--- config.mk ---
export PLATFORM = sky130hd
export DESIGN_NAME = md5_hash_core
export DESIGN_NICKNAME = d
export VERILOG_FILES = /design/src/hdl/md5h_pkg.sv /design/src/hdl/md5h_round.sv /design/src/hdl/md5h_msg_buf.sv /design/src/hdl/md5h_seq.sv /design/src/hdl/md5_hash_core.sv
export VERILOG_INCLUDE_DIRS = /design/src /design/src/hdl
export SDC_FILE = /design/constraint.sdc
export NUM_CORES = 2
export LEC_CHECK = 0
export BUFFER_PORTS_ARGS = -buffer_cell sky130_fd_sc_hd__buf_2
export CAP_MARGIN = 25
export CORE_ASPECT_RATIO = 1.4
export CORE_MARGIN = 1.5
export CORE_UTILIZATION = 30
export DETAILED_ROUTE_END_ITERATION = 6
export GPL_TIMING_DRIVEN = 1
export HOLD_SLACK_MARGIN = 0.02
export SLEW_MARGIN = 20
export SYNTH_ARGS = -nofsm -noshare
export SYNTH_HDL_FRONTEND = slang
export SYNTH_SLANG_ARGS = --single-unit
--- constraint.sdc ---
create_clock -name i_clk -period 14.8 [get_ports i_clk]
set_input_delay 0.74 -clock i_clk [delete_from_list [all_inputs] [get_ports i_clk]]
set_output_delay 0.74 -clock i_clk [all_outputs]
set_load 0.02 [all_outputs]
--- src/hdl/md5_hash_core_macros.svh ---
// Assertion helpers for the MD5 hash core.
// Every check samples on the rising edge of i_clk and is off while i_rst_n is low.
`ifndef MD5_HASH_CORE_MACROS_SVH
`define MD5_HASH_CORE_MACROS_SVH

// The consequent must hold in the same cycle as the antecedent.
`define MD5H_ASSERT_SAME(label, ante, cons, msg) \
    label: assert property (@(posedge i_clk) disable iff (!i_rst_n) (ante) |-> (cons)) \
        else $error(msg);

// The consequent must hold in the cycle after the antecedent.
`define MD5H_ASSERT_NEXT(label, ante, cons, msg) \
    label: assert property (@(posedge i_clk) disable iff (!i_rst_n) (ante) |=> (cons)) \
        else $error(msg);

`endif

--- src/hdl/md5h_pkg.sv ---
`timescale 1ns / 1ps

package md5h_pkg;

    localparam int BLK_WORDS = 16;
    localparam int ROUNDS    = 64;

    localparam logic [31:0] INIT_A = 32'h67452301;
    localparam logic [31:0] INIT_B = 32'hefcdab89;
    localparam logic [31:0] INIT_C = 32'h98badcfe;
    localparam logic [31:0] INIT_D = 32'h10325476;

    localparam logic [7:0] MARK_BYTE = 8'h80;
    localparam logic [2:0] BYTES_PER_WORD = 3'd4;

    // Word slots of a block that matter for padding, and the index of the last round.
    localparam logic [3:0] POS_LAST    = 4'(BLK_WORDS - 1);
    localparam logic [3:0] LEN_LO_POS  = 4'(BLK_WORDS - 2);
    localparam logic [3:0] LEN_HI_POS  = 4'(BLK_WORDS - 1);
    localparam logic [3:0] MARK_POS_MAX = 4'(BLK_WORDS - 3);
    localparam logic [5:0] RND_LAST    = 6'(ROUNDS - 1);

    localparam logic [31:0] ROUND_K [ROUNDS] = '{
        32'hd76aa478, 32'he8c7b756, 32'h242070db, 32'hc1bdceee,
        32'hf57c0faf, 32'h4787c62a, 32'ha8304613, 32'hfd469501,
        32'h698098d8, 32'h8b44f7af, 32'hffff5bb1, 32'h895cd7be,
        32'h6b901122, 32'hfd987193, 32'ha679438e, 32'h49b40821,
        32'hf61e2562, 32'hc040b340, 32'h265e5a51, 32'he9b6c7aa,
        32'hd62f105d, 32'h02441453, 32'hd8a1e681, 32'he7d3fbc8,
        32'h21e1cde6, 32'hc33707d6, 32'hf4d50d87, 32'h455a14ed,
        32'ha9e3e905, 32'hfcefa3f8, 32'h676f02d9, 32'h8d2a4c8a,
        32'hfffa3942, 32'h8771f681, 32'h6d9d6122, 32'hfde5380c,
        32'ha4beea44, 32'h4bdecfa9, 32'hf6bb4b60, 32'hbebfbc70,
        32'h289b7ec6, 32'heaa127fa, 32'hd4ef3085, 32'h04881d05,
        32'hd9d4d039, 32'he6db99e5, 32'h1fa27cf8, 32'hc4ac5665,
        32'hf4292244, 32'h432aff97, 32'hab9423a7, 32'hfc93a039,
        32'h655b59c3, 32'h8f0ccc92, 32'hffeff47d, 32'h85845dd1,
        32'h6fa87e4f, 32'hfe2ce6e0, 32'ha3014314, 32'h4e0811a1,
        32'hf7537e82, 32'hbd3af235, 32'h2ad7d2bb, 32'heb86d391
    };

    localparam logic [4:0] ROUND_S [16] = '{
        5'd7, 5'd12, 5'd17, 5'd22, 5'd5, 5'd9, 5'd14, 5'd20,
        5'd4, 5'd11, 5'd16, 5'd23, 5'd6, 5'd10, 5'd15, 5'd21
    };

    typedef enum logic [2:0] {
        ST_IDLE,
        ST_PAD,
        ST_COMP,
        ST_ADD,
        ST_DONE
    } t_state;

    typedef enum logic [2:0] {
        WSEL_INPUT,
        WSEL_MARK,
        WSEL_LEN_LO,
        WSEL_LEN_HI,
        WSEL_ZERO
    } t_wsel;

    typedef struct packed {
        logic        wr_en;
        t_wsel       wr_sel;
        logic [3:0]  wr_addr;
        logic        rnd_en;
        logic [5:0]  rnd;
        logic        acc_len;
        logic        add_chain;
        logic        restart;
        logic        load_out;
        logic        in_stall;
    } t_ctrl;

    // Message word used by a round.
    function automatic logic [3:0] msg_index(input logic [5:0] rnd);
        logic [3:0] r4;
        logic [3:0] idx;
        r4 = rnd[3:0];
        case (rnd[5:4])
            2'd0:    idx = r4;
            2'd1:    idx = 4'((r4 << 2) + r4 + 4'd1);
            2'd2:    idx = 4'((r4 << 1) + r4 + 4'd5);
            default: idx = 4'((r4 << 3) - r4);
        endcase
        return idx;
    endfunction

    function automatic logic [31:0] round_f(input logic [1:0] phase,
                                            input logic [31:0] b,
                                            input logic [31:0] c,
                                            input logic [31:0] d);
        logic [31:0] f;
        case (phase)
            2'd0:    f = d ^ (b & (c ^ d));
            2'd1:    f = c ^ (d & (b ^ c));
            2'd2:    f = b ^ c ^ d;
            default: f = c ^ (b | ~d);
        endcase
        return f;
    endfunction

    function automatic logic [31:0] rotl32(input logic [31:0] v, input logic [4:0] s);
        logic [63:0] t;
        t = {v, v} << s;
        return t[63:32];
    endfunction

endpackage

--- src/hdl/md5h_round.sv ---
`timescale 1ns / 1ps

// One MD5 round; the sequencer feeds it once per cycle.
module md5h_round import md5h_pkg::*; (
    input  logic [31:0] i_a,
    input  logic [31:0] i_b,
    input  logic [31:0] i_c,
    input  logic [31:0] i_d,
    input  logic [5:0]  i_rnd,
    input  logic [31:0] i_msg,
    output logic [31:0] o_a,
    output logic [31:0] o_b,
    output logic [31:0] o_c,
    output logic [31:0] o_d
);

    logic [31:0] w_f;
    logic [31:0] w_sum;
    logic [4:0]  w_shift;

    assign w_f     = round_f(i_rnd[5:4], i_b, i_c, i_d);
    assign w_sum   = i_a + w_f + ROUND_K[i_rnd] + i_msg;
    assign w_shift = ROUND_S[{i_rnd[5:4], i_rnd[1:0]}];

    assign o_a = i_d;
    assign o_b = i_b + rotl32(w_sum, w_shift);
    assign o_c = i_b;
    assign o_d = i_c;

endmodule

--- src/hdl/md5h_msg_buf.sv ---
`timescale 1ns / 1ps

// Sixteen-word block buffer: one write port, one read port.
module md5h_msg_buf import md5h_pkg::*; (
    input  logic        i_clk,
    input  logic        i_wr_en,
    input  logic [3:0]  i_wr_addr,
    input  logic [31:0] i_wr_data,
    input  logic [3:0]  i_rd_addr,
    output logic [31:0] o_rd_data
);

    logic [31:0] r_words [BLK_WORDS];

    always_ff @(posedge i_clk) begin
        if (i_wr_en) begin
            r_words[i_wr_addr] <= i_wr_data;
        end
    end

    assign o_rd_data = r_words[i_rd_addr];

endmodule

--- src/hdl/md5h_seq.sv ---
`timescale 1ns / 1ps

// Sequencer: word position, round counter and padding flags.
module md5h_seq import md5h_pkg::*; (
    input  logic  i_clk,
    input  logic  i_rst_n,
    input  logic  i_valid,
    input  logic  i_final,
    input  logic  i_full_word,
    input  logic  i_out_busy,
    output t_ctrl o_ctrl
);

    t_state     r_state, n_state;
    logic [3:0] r_pos, n_pos;
    logic [5:0] r_rnd, n_rnd;
    logic       r_fin, n_fin;
    logic       r_need_mark, n_need_mark;
    logic       r_last_blk, n_last_blk;
    logic       w_accept;
    logic       w_pos_last;

    assign w_accept   = (r_state == ST_IDLE) && i_valid;
    assign w_pos_last = (r_pos == POS_LAST);

    always_comb begin
        n_state = r_state;
        case (r_state)
            ST_IDLE: begin
                if (w_accept) begin
                    if (w_pos_last) begin
                        n_state = ST_COMP;
                    end else if (i_final) begin
                        n_state = ST_PAD;
                    end
                end
            end
            ST_PAD: begin
                if (w_pos_last) begin
                    n_state = ST_COMP;
                end
            end
            ST_COMP: begin
                if (r_rnd == RND_LAST) begin
                    n_state = ST_ADD;
                end
            end
            ST_ADD: begin
                if (!r_fin) begin
                    n_state = ST_IDLE;
                end else if (r_last_blk) begin
                    n_state = ST_DONE;
                end else begin
                    n_state = ST_PAD;
                end
            end
            ST_DONE: begin
                if (!i_out_busy) begin
                    n_state = ST_IDLE;
                end
            end
            default: n_state = ST_IDLE;
        endcase
    end

    // A block is the last when its end marker landed low enough to leave room for
    // the two length words, or when it follows a padded block that had no room for them.
    always_comb begin
        n_pos       = r_pos;
        n_rnd       = r_rnd;
        n_fin       = r_fin;
        n_need_mark = r_need_mark;
        n_last_blk  = r_last_blk;
        case (r_state)
            ST_IDLE: begin
                if (w_accept) begin
                    n_pos       = r_pos + 4'd1;
                    n_fin       = i_final;
                    n_need_mark = i_final && i_full_word;
                    n_last_blk  = i_final && !i_full_word && (r_pos <= MARK_POS_MAX);
                end
            end
            ST_PAD: begin
                n_pos       = r_pos + 4'd1;
                n_need_mark = 1'b0;
                if (r_need_mark) begin
                    n_last_blk = (r_pos <= MARK_POS_MAX);
                end
            end
            ST_COMP: begin
                n_rnd = r_rnd + 6'd1;
            end
            ST_ADD: begin
                if (r_fin && !r_last_blk) begin
                    n_last_blk = 1'b1;
                end
            end
            ST_DONE: begin
                if (!i_out_busy) begin
                    n_fin = 1'b0;
                end
            end
            default: ;
        endcase
    end

    always_comb begin
        o_ctrl          = '0;
        o_ctrl.wr_sel   = WSEL_ZERO;
        o_ctrl.wr_addr  = r_pos;
        o_ctrl.rnd      = r_rnd;
        o_ctrl.in_stall = (r_state != ST_IDLE);
        case (r_state)
            ST_IDLE: begin
                o_ctrl.wr_en   = i_valid;
                o_ctrl.wr_sel  = WSEL_INPUT;
                o_ctrl.acc_len = i_valid;
            end
            ST_PAD: begin
                o_ctrl.wr_en = 1'b1;
                if (r_need_mark) begin
                    o_ctrl.wr_sel = WSEL_MARK;
                end else if (r_last_blk && (r_pos == LEN_LO_POS)) begin
                    o_ctrl.wr_sel = WSEL_LEN_LO;
                end else if (r_last_blk && (r_pos == LEN_HI_POS)) begin
                    o_ctrl.wr_sel = WSEL_LEN_HI;
                end else begin
                    o_ctrl.wr_sel = WSEL_ZERO;
                end
            end
            ST_COMP: begin
                o_ctrl.rnd_en = 1'b1;
            end
            ST_ADD: begin
                o_ctrl.add_chain = 1'b1;
            end
            ST_DONE: begin
                o_ctrl.load_out = !i_out_busy;
                o_ctrl.restart  = !i_out_busy;
            end
            default: ;
        endcase
    end

    always_ff @(posedge i_clk) begin
        if (!i_rst_n) begin
            r_state     <= ST_IDLE;
            r_pos       <= '0;
            r_rnd       <= '0;
            r_fin       <= 1'b0;
            r_need_mark <= 1'b0;
            r_last_blk  <= 1'b0;
        end else begin
            r_state     <= n_state;
            r_pos       <= n_pos;
            r_rnd       <= n_rnd;
            r_fin       <= n_fin;
            r_need_mark <= n_need_mark;
            r_last_blk  <= n_last_blk;
        end
    end

endmodule

--- src/hdl/md5_hash_core.sv ---
`timescale 1ns / 1ps
//  Channel   Valid     Stall     Payload
//  input     i_valid   o_stall   i_data_word, i_valid_bytes, i_final_item
//  output    o_valid   i_stall   o_digest_half, o_last_half
//
//  Requests are taken while the core is idle; the sixteenth word of a block then
//  starts 64 rounds on the single round unit and an add step. A final request
//  adds one padding step per remaining slot of each padded block, one or two
//  compressions and a step to copy the digest out. o_stall is high while the
//  core works and while a new digest waits for the output register to empty;
//  i_stall holds the offered half. Reset is synchronous.
`include "md5_hash_core_macros.svh"

module md5_hash_core import md5h_pkg::*; (
    input  logic        i_clk,
    input  logic        i_rst_n,
    input  logic        i_valid,
    output logic        o_stall,
    input  logic [31:0] i_data_word,
    input  logic [2:0]  i_valid_bytes,
    input  logic        i_final_item,
    output logic        o_valid,
    input  logic        i_stall,
    output logic [63:0] o_digest_half,
    output logic        o_last_half
);

    t_ctrl        w_ctrl;
    logic [31:0]  r_chain [4];
    logic [31:0]  r_wk_a, r_wk_b, r_wk_c, r_wk_d;
    logic [63:0]  r_bit_len;
    logic [127:0] r_digest;
    logic         r_out_valid;
    logic         r_out_last;

    logic [2:0]  w_vb_sat;
    logic        w_full_word;
    logic [31:0] w_in_word;
    logic [31:0] w_wr_data;
    logic [5:0]  w_len_inc;
    logic [31:0] w_msg;
    logic        w_first;
    logic [31:0] w_src_a, w_src_b, w_src_c, w_src_d;
    logic [31:0] w_rnd_a, w_rnd_b, w_rnd_c, w_rnd_d;
    logic        w_take_lo;
    logic        w_take_hi;
    logic [65:0] w_out_all;

    // Byte counts above four on a final request count as a full word.
    assign w_vb_sat    = (i_valid_bytes > BYTES_PER_WORD) ? BYTES_PER_WORD : i_valid_bytes;
    assign w_full_word = (w_vb_sat == BYTES_PER_WORD);

    // On a short final word the end marker goes right after the last message
    // byte and the unused high bytes are dropped.
    always_comb begin
        if (!i_final_item) begin
            w_in_word = i_data_word;
        end else begin
            case (w_vb_sat)
                3'd0:    w_in_word = {24'h0, MARK_BYTE};
                3'd1:    w_in_word = {16'h0, MARK_BYTE, i_data_word[7:0]};
                3'd2:    w_in_word = {8'h0, MARK_BYTE, i_data_word[15:0]};
                3'd3:    w_in_word = {MARK_BYTE, i_data_word[23:0]};
                default: w_in_word = i_data_word;
            endcase
        end
    end

    always_comb begin
        case (w_ctrl.wr_sel)
            WSEL_INPUT:  w_wr_data = w_in_word;
            WSEL_MARK:   w_wr_data = {24'h0, MARK_BYTE};
            WSEL_LEN_LO: w_wr_data = r_bit_len[31:0];
            WSEL_LEN_HI: w_wr_data = r_bit_len[63:32];
            default:     w_wr_data = '0;
        endcase
    end

    assign w_len_inc = i_final_item ? {w_vb_sat, 3'b000} : 6'd32;

    md5h_seq u_seq (
        .i_clk       (i_clk),
        .i_rst_n     (i_rst_n),
        .i_valid     (i_valid),
        .i_final     (i_final_item),
        .i_full_word (w_full_word),
        .i_out_busy  (r_out_valid),
        .o_ctrl      (w_ctrl)
    );

    md5h_msg_buf u_buf (
        .i_clk     (i_clk),
        .i_wr_en   (w_ctrl.wr_en),
        .i_wr_addr (w_ctrl.wr_addr),
        .i_wr_data (w_wr_data),
        .i_rd_addr (msg_index(w_ctrl.rnd)),
        .o_rd_data (w_msg)
    );

    // Round zero starts from the chaining words; later rounds from the
    // working registers.
    assign w_first = (w_ctrl.rnd == '0);
    assign w_src_a = w_first ? r_chain[0] : r_wk_a;
    assign w_src_b = w_first ? r_chain[1] : r_wk_b;
    assign w_src_c = w_first ? r_chain[2] : r_wk_c;
    assign w_src_d = w_first ? r_chain[3] : r_wk_d;

    md5h_round u_round (
        .i_a   (w_src_a),
        .i_b   (w_src_b),
        .i_c   (w_src_c),
        .i_d   (w_src_d),
        .i_rnd (w_ctrl.rnd),
        .i_msg (w_msg),
        .o_a   (w_rnd_a),
        .o_b   (w_rnd_b),
        .o_c   (w_rnd_c),
        .o_d   (w_rnd_d)
    );

    always_ff @(posedge i_clk) begin
        if (w_ctrl.rnd_en) begin
            r_wk_a <= w_rnd_a;
            r_wk_b <= w_rnd_b;
            r_wk_c <= w_rnd_c;
            r_wk_d <= w_rnd_d;
        end
    end

    always_ff @(posedge i_clk) begin
        if (!i_rst_n || w_ctrl.restart) begin
            r_chain[0] <= INIT_A;
            r_chain[1] <= INIT_B;
            r_chain[2] <= INIT_C;
            r_chain[3] <= INIT_D;
            r_bit_len  <= '0;
        end else begin
            if (w_ctrl.add_chain) begin
                r_chain[0] <= r_chain[0] + r_wk_a;
                r_chain[1] <= r_chain[1] + r_wk_b;
                r_chain[2] <= r_chain[2] + r_wk_c;
                r_chain[3] <= r_chain[3] + r_wk_d;
            end
            if (w_ctrl.acc_len) begin
                r_bit_len <= r_bit_len + 64'(w_len_inc);
            end
        end
    end

    // A finished digest moves into the output register in the same cycle as
    // the chaining words restart, so the next message can come in while the
    // digest waits. The sequencer loads it only when the register is empty.
    always_ff @(posedge i_clk) begin
        if (w_ctrl.load_out) begin
            r_digest <= {r_chain[3], r_chain[2], r_chain[1], r_chain[0]};
        end
    end

    // The low half goes out first, then the high half; a stall holds either.
    always_ff @(posedge i_clk) begin
        if (!i_rst_n) begin
            r_out_valid <= 1'b0;
            r_out_last  <= 1'b0;
        end else if (w_ctrl.load_out) begin
            r_out_valid <= 1'b1;
            r_out_last  <= 1'b0;
        end else if (r_out_valid && !i_stall) begin
            r_out_valid <= !r_out_last;
            r_out_last  <= !r_out_last;
        end
    end

    assign o_stall       = w_ctrl.in_stall;
    assign o_valid       = r_out_valid;
    assign o_last_half   = r_out_last;
    assign o_digest_half = r_out_last ? r_digest[127:64] : r_digest[63:0];

    assign w_take_lo = o_valid && !o_last_half && !i_stall;
    assign w_take_hi = o_valid && o_last_half && !i_stall;
    assign w_out_all = {o_valid, o_last_half, o_digest_half};

    // A new digest never overwrites one that is still on offer.
    `MD5H_ASSERT_SAME(a_load_empty, w_ctrl.load_out, !o_valid, "digest loaded over a waiting one")
    // The low half is always followed directly by the high half.
    `MD5H_ASSERT_NEXT(a_hi_after_lo, w_take_lo, o_valid && o_last_half, "high half missing")
    // Once the high half is taken the output register is empty.
    `MD5H_ASSERT_NEXT(a_empty_after_hi, w_take_hi, !o_valid, "output register not emptied")
    // A stalled half stays exactly as it is.
    `MD5H_ASSERT_NEXT(a_half_held, o_valid && i_stall, $stable(w_out_all), "stalled half moved")

endmodule

# Word-level counts from Yosys, hierarchy flattened
# Memory sizes are Yosys's and may differ from the RTL's.
# Cells that the tools add are included.
[word_totals]
ramBits = 640
mem_count = 4
output_inout_bits = 67
in_bits = 40
register_bits = 338
romBits = 2128
[mem_list]
columns = ["memory", "words", "width", "read_ports", "rd_ports_with_merged_regs", "wr", "line_no", "text"]
rows = [
  ["(no name shown)", 64, 32, 1, 0, 0, "md5h_round.sv:22", "assign w_sum = i_a + w_f + ROUND_K[i_rnd] + i_msg;"],
  ["u_buf.r_words", 16, 32, 1, 0, 1, "md5h_msg_buf.sv:13", "logic [31:0] r_words [BLK_WORDS];"],
  ["r_chain", 4, 32, 4, 0, 4, "md5_hash_core.sv:29", "logic [31:0] r_chain [4];"],
  ["(no name shown)", 16, 5, 1, 0, 0, "md5h_round.sv:23", "assign w_shift = ROUND_S[{i_rnd[5:4], i_rnd[1:0]}];"],
]
[op_classes]
magnitude_cmp = 4
n_shift = 1
eq_ne = 23
n_bitwise = 17
addsub = 16
n_mux = 57
n_reduce_logical = 30
[ops]
columns = ["operator", "n"]
rows = [
  ["2-to-1 mux 32 bit", 11],
  ["adder 32 bit", 8],
  ["case mux 32 bit (4 select lines)", 2],
  ["XOR 32 bit", 6],
  ["case mux 32 bit (3 select lines)", 1],
  ["adder 64 x 6 -> 64 bit", 1],
  ["bitwise AND 32 bit", 2],
  ["2-to-1 mux 64 bit", 1],
  ["<< shifter 64 x 5 -> 64 bit", 1],
  ["2-to-1 mux 3 bit", 12],
  ["NOT 32 bit", 1],
  ["bitwise OR 32 bit", 1],
  ["equality test 3 x 2 -> 1 bit (second input constant)", 6],
  ["2-to-1 mux 1 bit", 18],
  ["case mux 4 bit (2 select lines)", 2],
  ["case mux 3 bit (5 select lines)", 1],
  ["case mux 4 bit (3 select lines)", 1],
  ["2-to-1 mux 5 bit", 2],
  ["inequality test 2 x 1 -> 1 bit (second input constant)", 5],
  ["equality test 3 x 1 -> 1 bit (second input constant)", 3],
  ["logical NOT 3 bit", 3],
  ["adder 4 x 1 -> 4 bit (second input constant)", 2],
  ["adder 4 bit", 2],
  ["equality test 4 bit (second input constant)", 2],
  ["34 further kinds", 54],
]

# Depth between registers and ports, before layout
[logic_depth]
word_depth = 11
mapped_depth = 52
depth_no_buf = 44

# Modules after synthesis
# A second synthesis with hierarchy kept.
[hier_totals]
hier_cells = 4967
hier_area_um2 = 57471.4
[modules_own_cells]
columns = ["module", "instances", "area_per_inst_um2", "cells_per_inst"]
rows = [
  ["md5_hash_core", 1, 24529.8, 2121],
  ["md5h_msg_buf", 1, 19194.7, 806],
  ["md5h_round", 1, 12758.5, 1926],
  ["md5h_seq", 1, 988.4, 114],
]

# Worst setup path before layout
# No wires, ideal clock.
[synth_path]
kind = "register to register"
start = "register u_seq.r_state[2]"
end = "register u_seq.r_rnd[5]"
setup_ps = 115
required_time_ps = 14685
setup_slack_ps = 3114
n_path_buf = 1
period_less_slack_ps = 11686
arrival_ps = 11571
stages_incl_launch_ff = 7
cell_sequence = "dfxtp_1 -> clkbuf_1 -> nor3b_1 -> and3_1 -> nand3_1 -> xnor2_1 -> and2_1"
[synth_between]
elab_chain_cells = 1
[synth_rtl]
columns = ["element", "line_no", "text"]
rows = [
  ["from (decl)", "md5h_seq.sv:14", "t_state r_state, n_state;"],
  ["from (signal assigned)", "md5h_seq.sv:154", "r_state <= n_state;"],
  ["equality test 3 x 2 -> 1 bit", "md5h_seq.sv:74", "case (r_state)"],
  ["to (signal assigned)", "md5h_seq.sv:156", "r_rnd <= n_rnd;"],
  ["to (decl)", "md5h_seq.sv:16", "logic [5:0] r_rnd, n_rnd;"],
]
# Every way passes these cells.
# A chain may end at the register's enable or synchronous reset.

# Worst setup path after layout
[layout_path]
start = "register u_seq.r_rnd[1]"
end = "register r_wk_b[28], data pin"
[layout_between]
elab_chain_cells = 11
word_cells_on_any_way = 36
[layout_rtl]
columns = ["element", "line_no", "text"]
rows = [
  ["logical NOT 6 bit *", "md5_hash_core.sv:102", "assign w_first = (w_ctrl.rnd == '0);"],
  ["2-to-1 mux 32 bit *", "md5_hash_core.sv:106", "assign w_src_d = w_first ? r_chain[3] : r_wk_d;"],
  ["named net u_round.i_d[12]", "md5h_round.sv:8", "input logic [31:0] i_d,"],
  ["XOR 32 bit or NOT 32 bit (tied branches)", "md5h_pkg.sv:96, md5h_pkg.sv:99", ""],
  ["bitwise AND 32 bit or bitwise OR 32 bit (tied branches)", "md5h_pkg.sv:96, md5h_pkg.sv:99", ""],
  ["XOR 32 bit, on equally long branches", "md5h_pkg.sv:96, md5h_pkg.sv:99", ""],
  ["case mux 32 bit (3 select lines) *", "md5h_pkg.sv:95", "case (phase)"],
  ["adder 32 bit * (3 in a row)", "md5h_round.sv:22", ""],
  ["<< shifter 64 x 5 -> 64 bit *", "md5h_pkg.sv:106", "t = {v, v} << s;"],
  ["adder 32 bit *", "md5h_round.sv:26", "assign o_b = i_b + rotl32(w_sum, w_shift);"],
  ["named net u_round.o_b[28]", "md5h_round.sv:12", "output logic [31:0] o_b,"],
  ["to (signal assigned)", "md5_hash_core.sv:124", "r_wk_b <= w_rnd_b;"],
  ["to (decl)", "md5_hash_core.sv:30", "logic [31:0] r_wk_a, r_wk_b, r_wk_c, r_wk_d;"],
]
# Mark *: on every way through the listed nets, which the timed path passes. The rest lies on a longest branch. The select of a mux whose other input is x is not followed.

==> results.ini <==
[placement]
portBuffers=106
gp_congestion=0.967
hpwl_um=122000
dp_cells=7149

[power]
power_mw=7.50
leakage_nw=22.3
power-per-cell-area_nw_per_um2=119
ir_worst_vdd_mv=0.0954

[critical_path]
path_max_fanout=68
arrival_ps=12460
crit_top_cell=inv_1
r2r-end=r_wk_b[28]$_DFFE_PP_
slowest_delay_ps=900
required_ps=15280
start_kind=flip-flop
slowest_stage=and4bb_4
crit_path_end_kind=flip-flop
r2r_start=u_seq.r_rnd[1]$_SDFFE_PN0P_
reg2regPathDepth=43
r2r_slack_ps=2820
worst-setup-path-type=reg2reg

[cts]
postCtsSetupBuffers=0
ctsLongestPathBuffers=3
cts_resized=0
clkSinkCount=975
htreeDepth=3
insertion_delay_ps=730
cts_tree=yes
clockRootBuffer=clkbuf_16
cts_hold_buffers=0
clk_pin_slew_ps=70
cts_buffers=102

[global_routing]
grt_max_degree=133
grt_pass1_wl_um=257000
grt_use_total_pct=18.1
grt_pass1_vias=38900
antenna_found_initial=2
grt_overflow=0

[detailed_routing]
via_count=39600
maxUsedRoutingLayer=met5
wl_met2_um=86200
firstDrtPassIters=7
wl_met1_um=71400
dr_wl_met3_um=9190
ant_nets=0
drt_iter0_markers=3745
post_drt_via_cell_ratio=5.39
wirelength_um=175000
wl_per_cell_um=23.9
drc=0

[logic_synthesis]
synth.area.top_cells=edfxtp_1 48%, mux4_2 5.5%, ha_1 5.0%
syn-mean-instance-area_um2=11.8
synth_edf_count=896
netlist.top_cell.by_area=edfxtp_1
yosysWarningCount=0
synthArstFlopShare_pct=0
ys.flop_type=edfxtp_1
synth_cell_types=98
synth_top_area_share_pct=48.3
synth_most_common_cell=edfxtp_1
synthCells=4741
ys_seq_area_share_pct=51.1
synth_area_um2=55700
syn_nets=5072
ys_top_cells_by_count=896 x edfxtp_1, 391 x nand2_1, 329 x nor2_1, 314 x a21oi_1, 235 x inv_1
ys_seq_elements=975

[sta]
skew_ps=44.7
tightest_slew_ps=1110
fin_crit_sh_pct=80.9
whs_ps=291
rsz0062_at_grt=false
maxSlewViolCount=0
max_freq_mhz=83.5
hold_viol_final=0
maxSlewHeadroom_pct=26.2
min_period_ps=11980
fin_tns_setup_ps=0
setup_viol=0

[min_path]
holdPathEnd=u_seq.r_need_mark$_SDFFE_PN0P_
min_path_cells=3
min_from=i_valid_bytes[2]
hold_path.class=in2reg

[floorplanning]
io_pins=107
die_w_um=367
dieArea_um2=188000
core-area_um2=185000
start_util_pct=30.1
die_h_um=513
rows=187

[run_status]
outcome=completed

[run]
maxCapViolCount=0

[final_layout]
fin_nets=5127
fin_cells=7338
syn_to_final_growth_pct=12.6
final_core_util_pct=33.9
n_fill_cell=18300
drive_above_1_share_pct=14.9
antenna_cells=0

[how the worst max path moves through the flow]
stage	startpoint	endpoint	slack, ps
2_1_floorplan	u_seq.r_state[2]$_SDFFE_PN0P_	u_seq.r_rnd[5]$_SDFFE_PN0P_	3110
3_3_place_gp	u_seq.r_rnd[0]$_SDFFE_PN0P_	r_wk_b[28]$_DFFE_PP_	3060
3_5_place_dp	u_seq.r_rnd[0]$_SDFFE_PN0P_	r_wk_b[28]$_DFFE_PP_	2980
4_1_cts	u_seq.r_rnd[0]$_SDFFE_PN0P_	r_wk_b[28]$_DFFE_PP_	2930
5_1_grt	u_seq.r_rnd[1]$_SDFFE_PN0P_	r_wk_b[28]$_DFFE_PP_	2070
6_report	u_seq.r_rnd[1]$_SDFFE_PN0P_	r_wk_b[28]$_DFFE_PP_	2820
[kinds of logic (layout without fill, tap and decap cells)]
family	after synthesis	after routing	share of synthesized area, %
simple gates	1228	1228	10.3
buf+inv	475	615	3.33
xor+xnor	229	229	3.63
flops	975	975	51.1
compound gates	1111	1111	13.0
fa+ha+maj	308	308	7.78
mux	415	415	10.9
[registers in the layout (all words and copies together) (netlist names)]
| name | count |
|---|---|
| u_buf.r_words | 512 |
| r_chain | 128 |
| r_wk_a | 32 |
| u_seq.r_fin | 1 |
| r_wk_c | 32 |
| o_last_half | 1 |
| u_seq.r_pos | 4 |
| o_valid | 1 |
| r_wk_b | 32 |
| r_digest | 128 |
| u_seq.r_rnd | 6 |
| r_bit_len | 61 |
| u_seq.r_state | 3 |
| r_wk_d | 32 |
| u_seq.r_last_blk | 1 |
| u_seq.r_need_mark | 1 |
[power by group]
part	internal (mW)	switching, mW	leakage, nW	total, mW
Combinational	0.670	1.07	11.8	1.74
Sequential	3.10	0.0161	8.76	3.12
Clock	1.51	1.13	1.66	2.64
Total	5.28	2.22	22.3	7.50
[critical path: cells and delay by family, from the launching register on]
kind	cells	cell delay, ps
flops	1	310
simple gates	7	1810
buf+inv	7	1660
compound gates	18	3790
mux	3	870
fa+ha+maj	6	2750
xor+xnor	2	340
[area by class of cell]
type	count	area (µm²)	area share, %
sequential	975	28500	45.4
clock buffer	118	2620	4.18
tap	2457	3070	4.90
multi-input combinational	3291	25600	40.9
timing repair buffer	187	1190	1.90
inverter	239	902	1.44
clock inverter	71	817	1.30
[metal layers]
metal / GRT usage (%) / up-vias
met4: 8.32 / 2
met3: 1.94 / 309
met5: 0 / -
met1: 22.6 / 19800
met2: 31.4 / 1446
li1: - / 18000
[stage by stage]
stage               cell area [µm²]  worst slack [ps]
finish                        62800              2820
global route                  62800              2070
CTS                           62800              2930
detailed placement            59300              2980
global placement              59300              3060
floorplan                     55700              3110
[cell usage in the layout (no fill, tap or decap), types with 129 or more instances in the layout]
| master | n |
|---|---|
| a21oi_1 | 312 |
| mux2i_1 | 129 |
| nand2_1 | 390 |
| ha_1 | 221 |
| inv_1 | 234 |
| edfxtp_1 | 896 |
| mux2_2 | 147 |
| nor2_1 | 315 |
| o21ai_0 | 204 |
| mux4_2 | 135 |
(Power assumes the default switching activity.)
